## src/hw/rtl/mck_pkg.sv

```systemverilog
`default_nettype none

package mck_pkg;

  localparam int TABLE_ENTRIES = 36;
  localparam int CFG_IDX_W = 2;
  localparam int TIME_W = 16;

  localparam logic [CFG_IDX_W-1:0] CFG_DOT_TIME = 2'd0;
  localparam logic [CFG_IDX_W-1:0] CFG_DASH_TIME = 2'd1;
  localparam logic [CFG_IDX_W-1:0] CFG_WORD_GAP_TIME = 2'd2;

  localparam logic [TIME_W-1:0] DOT_TIME_RST = 16'd200;
  localparam logic [TIME_W-1:0] DASH_TIME_RST = 16'd600;
  localparam logic [TIME_W-1:0] WORD_GAP_TIME_RST = 16'd1400;

  localparam logic [1:0] KIND_MARK = 2'd0;
  localparam logic [1:0] KIND_DARK = 2'd1;
  localparam logic [1:0] KIND_RED = 2'd2;

  typedef struct packed {
    logic [7:0] char_code;
    logic       end_flag;
  } in_t;

  typedef struct packed {
    logic [1:0]        element_kind;
    logic [TIME_W-1:0] duration;
    logic              last;
  } out_t;

  // One code: number of marks and dash mask, bit 0 is the first mark.
  typedef struct packed {
    logic [2:0] len;
    logic [4:0] dash;
  } code_t;

  localparam code_t CODE_TABLE [TABLE_ENTRIES] = '{
    '{3'd2, 5'b00010}, '{3'd4, 5'b00001}, '{3'd4, 5'b00101}, '{3'd3, 5'b00001},
    '{3'd1, 5'b00000}, '{3'd4, 5'b00100}, '{3'd3, 5'b00011}, '{3'd4, 5'b00000},
    '{3'd2, 5'b00000}, '{3'd4, 5'b01110}, '{3'd3, 5'b00101}, '{3'd4, 5'b00010},
    '{3'd2, 5'b00011}, '{3'd2, 5'b00001}, '{3'd3, 5'b00111}, '{3'd4, 5'b00110},
    '{3'd4, 5'b01011}, '{3'd3, 5'b00010}, '{3'd3, 5'b00000}, '{3'd1, 5'b00001},
    '{3'd3, 5'b00100}, '{3'd4, 5'b01000}, '{3'd3, 5'b00110}, '{3'd4, 5'b01001},
    '{3'd4, 5'b01101}, '{3'd4, 5'b00011},
    '{3'd5, 5'b11111}, '{3'd5, 5'b11110}, '{3'd5, 5'b11100}, '{3'd5, 5'b11000},
    '{3'd5, 5'b10000}, '{3'd5, 5'b00000}, '{3'd5, 5'b00001}, '{3'd5, 5'b00011},
    '{3'd5, 5'b00111}, '{3'd5, 5'b01111}
  };

  typedef enum logic [1:0] {
    MODE_LETTER,
    MODE_RED,
    MODE_END
  } mode_t;

  typedef enum logic {
    ST_IDLE,
    ST_RUN
  } state_t;

  typedef struct packed {
    logic load;
    logic emit;
  } cmd_t;

  typedef struct packed {
    logic more;
    logic out_free;
  } status_t;

endpackage

`default_nettype wire

```

## src/hw/rtl/morse_char_keyer.sv

```systemverilog
`default_nettype none

// Morse keyer: one ASCII character in, a run of timed key elements out.
// Input channel in_valid/in_stall/in_item carries a character or an
// end-of-message mark; an item is taken at an edge with in_valid high and
// in_stall low. Output channel out_valid/out_stall/out_item carries one
// element (kind, duration, last) per item; last flags the final element
// of each input item. Characters that encode to nothing give no output.
// Timing: a taken item is loaded into the sequencer, which then registers
// its elements into the output register one per cycle while the output
// register is free; an item produces up to 11 elements, and in_stall stays
// high until the last of them has been handed out and the sequencer is
// idle again. The element sequencer in the controller handles one item at a time.
// While out_stall is high, an element in the output register is held
// there and the sequencer waits; nothing is dropped.
// Configuration is a plain write port (cfg_we, cfg_index, cfg_data):
// index 0 dot time, 1 dash time, 2 red gap time; other indexes are ignored.
// Synchronous reset restores the default times (200, 600, 1400), clears
// the red gap tail count and empties the output register.

module morse_char_keyer
  import mck_pkg::*;
(
  input  wire logic                 clk,
  input  wire logic                 rst,
  input  wire logic                 cfg_we,
  input  wire logic [CFG_IDX_W-1:0] cfg_index,
  input  wire logic [TIME_W-1:0]    cfg_data,
  input  wire logic                 in_valid,
  output logic                      in_stall,
  input  wire in_t                  in_item,
  output logic                      out_valid,
  input  wire logic                 out_stall,
  output out_t                      out_item
);

  cmd_t    cmd;
  status_t status;

  mck_ctrl u_ctrl (
    .clk      (clk),
    .rst      (rst),
    .in_valid (in_valid),
    .in_stall (in_stall),
    .status   (status),
    .cmd      (cmd)
  );

  mck_dp u_dp (
    .clk       (clk),
    .rst       (rst),
    .cfg_we    (cfg_we),
    .cfg_index (cfg_index),
    .cfg_data  (cfg_data),
    .in_item   (in_item),
    .cmd       (cmd),
    .status    (status),
    .out_valid (out_valid),
    .out_stall (out_stall),
    .out_item  (out_item)
  );

endmodule

`default_nettype wire

```

## src/hw/rtl/mck_ctrl.sv

```systemverilog
`default_nettype none

module mck_ctrl
  import mck_pkg::*;
(
  input  wire logic    clk,
  input  wire logic    rst,
  input  wire logic    in_valid,
  output logic         in_stall,
  input  wire status_t status,
  output cmd_t         cmd
);

  state_t state;
  state_t state_next;

  always_ff @(posedge clk) begin
    if (rst) begin
      state <= ST_IDLE;
    end else begin
      state <= state_next;
    end
  end

  always_comb begin
    state_next = state;
    case (state)
      ST_IDLE: begin
        if (in_valid) state_next = ST_RUN;
      end
      ST_RUN: begin
        // leave once every element of the item has been handed out
        if (!status.more) state_next = ST_IDLE;
      end
      default: state_next = ST_IDLE;
    endcase
  end

  always_comb begin
    in_stall = 1'b1;
    cmd = '0;
    case (state)
      ST_IDLE: begin
        in_stall = 1'b0;
        cmd.load = in_valid;
      end
      ST_RUN: begin
        cmd.emit = status.more && status.out_free;
      end
      default: begin
        in_stall = 1'b1;
      end
    endcase
  end

endmodule

`default_nettype wire

```

## src/hw/rtl/mck_dp.sv

```systemverilog
`default_nettype none

module mck_dp
  import mck_pkg::*;
(
  input  wire logic                 clk,
  input  wire logic                 rst,
  input  wire logic                 cfg_we,
  input  wire logic [CFG_IDX_W-1:0] cfg_index,
  input  wire logic [TIME_W-1:0]    cfg_data,
  input  wire in_t                  in_item,
  input  wire cmd_t                 cmd,
  output status_t                   status,
  output logic                      out_valid,
  input  wire logic                 out_stall,
  output out_t                      out_item
);

  logic [TIME_W-1:0] dot_time;
  logic [TIME_W-1:0] dash_time;
  logic [TIME_W-1:0] word_gap_time;
  logic [1:0]        trailing_gaps;
  logic [1:0]        trailing_gaps_next;

  mode_t      mode;
  mode_t      mode_next;
  code_t      code;
  logic [3:0] total;
  logic [3:0] total_next;
  logic [3:0] step;

  logic [7:0] folded;
  logic [5:0] idx;
  logic [3:0] step_inc;
  logic [1:0] kind;
  logic [TIME_W-1:0] dur;

  always_ff @(posedge clk) begin
    if (rst) begin
      dot_time <= DOT_TIME_RST;
      dash_time <= DASH_TIME_RST;
      word_gap_time <= WORD_GAP_TIME_RST;
    end else if (cfg_we) begin
      case (cfg_index)
        CFG_DOT_TIME:      dot_time <= cfg_data;
        CFG_DASH_TIME:     dash_time <= cfg_data;
        CFG_WORD_GAP_TIME: word_gap_time <= cfg_data;
        default: ;
      endcase
    end
  end

  // classify the incoming character
  always_comb begin
    folded = in_item.char_code;
    if (folded inside {[8'h61:8'h7a]}) folded = folded - 8'd32;
    idx = '0;
    mode_next = MODE_RED;
    total_next = '0;
    if (in_item.end_flag) begin
      mode_next = MODE_END;
      total_next = (trailing_gaps < 2'd2) ? 4'd1 : 4'd0;
    end else if (folded inside {[8'h41:8'h5a]}) begin
      mode_next = MODE_LETTER;
      idx = 6'(folded - 8'h41);
    end else if (folded inside {[8'h30:8'h39]}) begin
      mode_next = MODE_LETTER;
      idx = 6'(folded - 8'h30) + 6'd26;
    end else if (folded == 8'h20) begin
      total_next = 4'd1;
    end else if (folded inside {8'h2e, 8'h3f, 8'h21}) begin
      total_next = 4'd2;
    end
    if (mode_next == MODE_LETTER) total_next = {CODE_TABLE[idx].len, 1'b1};
  end

  // letters: marks and dark gaps alternate, red gap closes; else only red gaps
  always_comb begin
    kind = KIND_RED;
    dur = word_gap_time;
    if (mode == MODE_LETTER && step < {code.len, 1'b0}) begin
      if (step[0]) begin
        kind = KIND_DARK;
        dur = dot_time;
      end else begin
        kind = KIND_MARK;
        dur = code.dash[step[3:1]] ? dash_time : dot_time;
      end
    end
  end

  assign step_inc = step + 4'd1;

  always_comb begin
    trailing_gaps_next = trailing_gaps;
    if (cmd.load && in_item.end_flag) begin
      trailing_gaps_next = '0;
    end else if (cmd.emit && mode != MODE_END) begin
      if (kind == KIND_MARK) trailing_gaps_next = '0;
      else if (kind == KIND_RED && trailing_gaps < 2'd2)
        trailing_gaps_next = trailing_gaps + 2'd1;
    end
  end

  always_ff @(posedge clk) begin
    if (rst) begin
      trailing_gaps <= '0;
      step <= '0;
      total <= '0;
      mode <= MODE_RED;
      out_valid <= 1'b0;
    end else begin
      trailing_gaps <= trailing_gaps_next;
      if (cmd.load) begin
        step <= '0;
        total <= total_next;
        mode <= mode_next;
      end else if (cmd.emit) begin
        step <= step_inc;
      end
      if (cmd.emit) out_valid <= 1'b1;
      else if (!out_stall) out_valid <= 1'b0;
    end
  end

  always_ff @(posedge clk) begin
    if (cmd.load) code <= CODE_TABLE[idx];
    if (cmd.emit) begin
      out_item.element_kind <= kind;
      out_item.duration <= dur;
      out_item.last <= (step_inc == total);
    end
  end

  assign status.more = step < total;
  assign status.out_free = !out_valid || !out_stall;

  a_emit_in_range: assert property (@(posedge clk) disable iff (rst)
    cmd.emit |-> step < total)
    else $error("element emitted past the end of the item");

  a_no_load_emit: assert property (@(posedge clk) disable iff (rst)
    !(cmd.load && cmd.emit))
    else $error("load and emit in the same cycle");

  a_mark_clears_tail: assert property (@(posedge clk) disable iff (rst)
    cmd.emit && kind == KIND_MARK |=> trailing_gaps == 2'd0)
    else $error("mark did not clear the red gap tail");

  a_tail_saturates: assert property (@(posedge clk) disable iff (rst)
    trailing_gaps != 2'd3)
    else $error("red gap tail count overflowed");

  a_emit_sets_valid: assert property (@(posedge clk) disable iff (rst)
    cmd.emit |=> out_valid)
    else $error("emitted element not presented");

endmodule

`default_nettype wire

```

## config.mk

```make
export PLATFORM = sky130hd
export DESIGN_NAME = morse_char_keyer
export DESIGN_NICKNAME = d
export VERILOG_FILES = /design/src/hw/rtl/mck_pkg.sv /design/src/hw/rtl/morse_char_keyer.sv /design/src/hw/rtl/mck_ctrl.sv /design/src/hw/rtl/mck_dp.sv
export SDC_FILE = /design/constraint.sdc
export NUM_CORES = 1
export LEC_CHECK = 0
export ABC_AREA = 1
export BUFFER_PORTS_ARGS = -buffer_cell sky130_fd_sc_hd__buf_4
export CAP_MARGIN = 10
export CORE_ASPECT_RATIO = 1.75
export CORE_MARGIN = 1.5
export CORE_UTILIZATION = 53
export CTS_CLUSTER_DIAMETER = 30
export DETAILED_ROUTE_END_ITERATION = 8
export PLACE_DENSITY = 0.78
export SLEW_MARGIN = 20
export SYNTH_ARGS = -nofsm -noshare
export SYNTH_HDL_FRONTEND = slang
export SYNTH_SLANG_ARGS = --single-unit
```

## constraint.sdc

```tcl
create_clock -name clk -period 8.6 [get_ports clk]
set_input_delay 0.86 -clock clk [delete_from_list [all_inputs] [get_ports clk]]
set_output_delay 0.86 -clock clk [all_outputs]
set_load 0.05 [all_outputs]
```

==> reports/results.tsv <==
metric	value	unit
final net count	729	
gpl congestion	0.949	
run status	complete, no violations	
drt first pass iters	6	
Rel. slew slack	0.294	
Setup CP Type	in2reg	
starting density of the core	0.545	
max cap viols	0	
EDFF count, synth	27	
Ports	53	
Slew @ Worst Pin	1.05	ns
DR DRC count	0	
Synth top area share	0.250	
drt total wl	12000	µm
vias	4421	
RSZ-0062 raised after global routing	no	
antenna violations before repair	0	
Critical Path Fanout Max	8	
Final Hold Viols	0	
PortBufs	52	
Synth Area per Inst	7.88	µm²
DRT iter0 DRCs	352	
Num CTS Buffers	9	
Synth Instances	629	
Tot GR Track Use	0.249	
Max Slew Vio Count	0	
Post-Layout Cell Count	800	
Die ar.	9960	µm²
total power	1.01	mW
Clock Skew	0.00872	ns
ys flop type	dfxtp_1	
Synth top cells by count	nand2_1, nor2_1, dfxtp_1, nand3_1, inv_1	
share of cells above drive strength 1	0.190	
# H-tree levels	3	
top post-synthesis cells by area	dfxtp_1, edfxtp_1, nand2_1, nor2_1, nand3_1	
CP Capture Type	register	
leak pwr	2.56	nW
clock sink total	89	
Post-CTS Resized	0	
worst skew pair latency	0.35	ns
CTS Hold Buffers Added	0	
Synth Register Bits	89	
largest net degree at the start of global routing	38	
crit share post-route	0.396	
Hold/Removal Path Class	reg2reg	
Synth-to-Final Area Change	15.4	%
wire per inst	15.0	µm
Pwr Density	177	nW/µm²
worst ir drop on vdd	107	µV
Synth Net Count	683	
largest area contributor in the netlist	dfxtp_1	
Final setup viols	0	
Clock Tree Root	clkbuf_16	
ANT cells	0	
min Tclk post-route	3.40	ns
ANT nets after route	0	
HPWL after DPL	8720	µm
Vias per Instance	5.53	
CTS Buffer Depth	2	
CTS clk-pin slew, worst paths	0.06	ns
Syn Std Cell Area	4960	µm²
Async SR Flop Fraction	0	
register area share after synthesis	0.414	
Site Rows	46	
vias in the first global route	4253	
Die Wd	76.1	µm
most frequent cell after synthesis	nand2_1	
die span in y	131	µm
Post-CTS Setup Inserts	0	
synth unique cells	43	
Core ar.	9090	µm²
total number of yosys warnings	0	
Fin Hold WS	0.454	ns
grt ovf	0	
DP Cell Count	784	
Fmax	294	MHz
CP required	8.70	ns
first-pass GRT wire length	19700	µm
CP Data Arrival Time	3.50	ns
CP startpoint kind	input pin	
TNS Setup	0	ns
CTS tree	done	
-- worst max-delay path, cell delays in order --
cell	delay, ns
buf_4	0.14
inv_1	0.17
ha_1	0.23
nor2_1	0.06
nand3_2	0.09
nand2_4	0.06
nor2_4	0.20
nand2_2	0.09
nand2_4	0.11
nand2_4	0.07
nor2_8	0.15
nand2_1	0.08
nand2_2	0.11
inv_2	0.05
nor2_4	0.15
inv_1	0.09
ha_1	0.22
inv_1	0.08
nand2_1	0.07
nand3_1	0.13
nand3_1	0.10
and3_1	0.20
-- worst paths after layout --
kind	depth (start not counted)	slack (ns)	startpoint	to
max	22	5.20	in_item[2]	u_dp.code[6]
max reg2reg	12	5.78	u_dp.step[0]	u_dp.trailing_gaps[1]
min	2	0.45	u_dp.word_gap_time[15]	u_dp.word_gap_time[15]
min reg2reg	2	0.45	u_dp.word_gap_time[15]	u_dp.word_gap_time[15]
-- sequential cells by signal, summed over array words and instances, names as in the netlist --
signal,cells
u_dp.total,4
u_dp.dash_time,16
u_ctrl.state,1
u_dp.code,8
u_dp.mode,2
u_dp.out_item,19
u_dp.trailing_gaps,2
u_dp.step,4
u_dp.dot_time,16
u_dp.out_valid,1
u_dp.word_gap_time,16
-- cell type report --
type / instances / area, µm²
Timing Repair Buffer: 57 / 428
Tap cell: 120 / 150
Clock inverter: 6 / 50.0
Sequential cell: 89 / 2050
Multi-Input combinational cell: 451 / 2540
Fill cell: 819 / 3380
Inverter: 67 / 254
Clock buffer: 10 / 239
-- report_power, final --
group | switching (mW) | internal [mW]
combinational | 0.114 | 0.0575
sequential | 0.00971 | 0.457
clock | 0.167 | 0.207
total | 0.291 | 0.721
-- metal layers --
metal	vias to the layer above	global-route usage	routed length, µm
met4	0	0.129	334
met2	172	0.486	6730
li1	2170	-	-
met5	-	0	0
met3	25	0.0326	566
met1	2054	0.261	4360
-- stage by stage --
| step | instance area [µm²] | setup WS [ns] | util |
|---|---|---|---|
| after floorplan | 4960 | 5.17 | - |
| after global placement | 5430 | 4.92 | 0.597 |
| after detailed placement | 5430 | 4.86 | 0.597 |
| after CTS | 5720 | 5.22 | 0.629 |
| after global routing | 5720 | 4.92 | 0.629 |
| final | 5720 | 5.20 | 0.629 |
-- cells by family (layout without fill, tap and decap cells) --
| group | count (synthesis) | after routing | share of synthesized area |
|---|---|---|---|
| buffers and inverters | 89 | 140 | 0.0732 |
| DFF | 89 | 89 | 0.414 |
| and+or+nand+nor | 299 | 299 | 0.299 |
| xor gates and xnor gates | 10 | 10 | 0.0177 |
| adders and majority gates | 22 | 22 | 0.0555 |
| AOI/OAI and AO/OA | 120 | 120 | 0.141 |
-- layout by cell type (no fill, tap or decap), types with 3 or more instances in the layout --
cell	Yosys	final
a21oi_1	42	41
a22oi_1	11	11
a2bb2oi_1	6	6
buf_4	1	57
clkbuf_16	0	9
dfxtp_1	62	62
edfxtp_1	27	27
ha_1	22	22
inv_1	55	55
inv_2	11	11
nand2_1	118	118
nand2_2	7	7
nand2_4	9	9
nand3_1	57	57
nand3_2	5	5
nand3_4	3	3
nand4_1	3	3
nor2_1	77	77
nor2_2	3	3
nor2_4	7	7
nor2_8	3	3
nor3_1	3	3
o21ai_0	46	46
o21ai_1	3	3
xnor2_1	3	3
xor2_1	7	7
(Power assumes the default switching activity.)
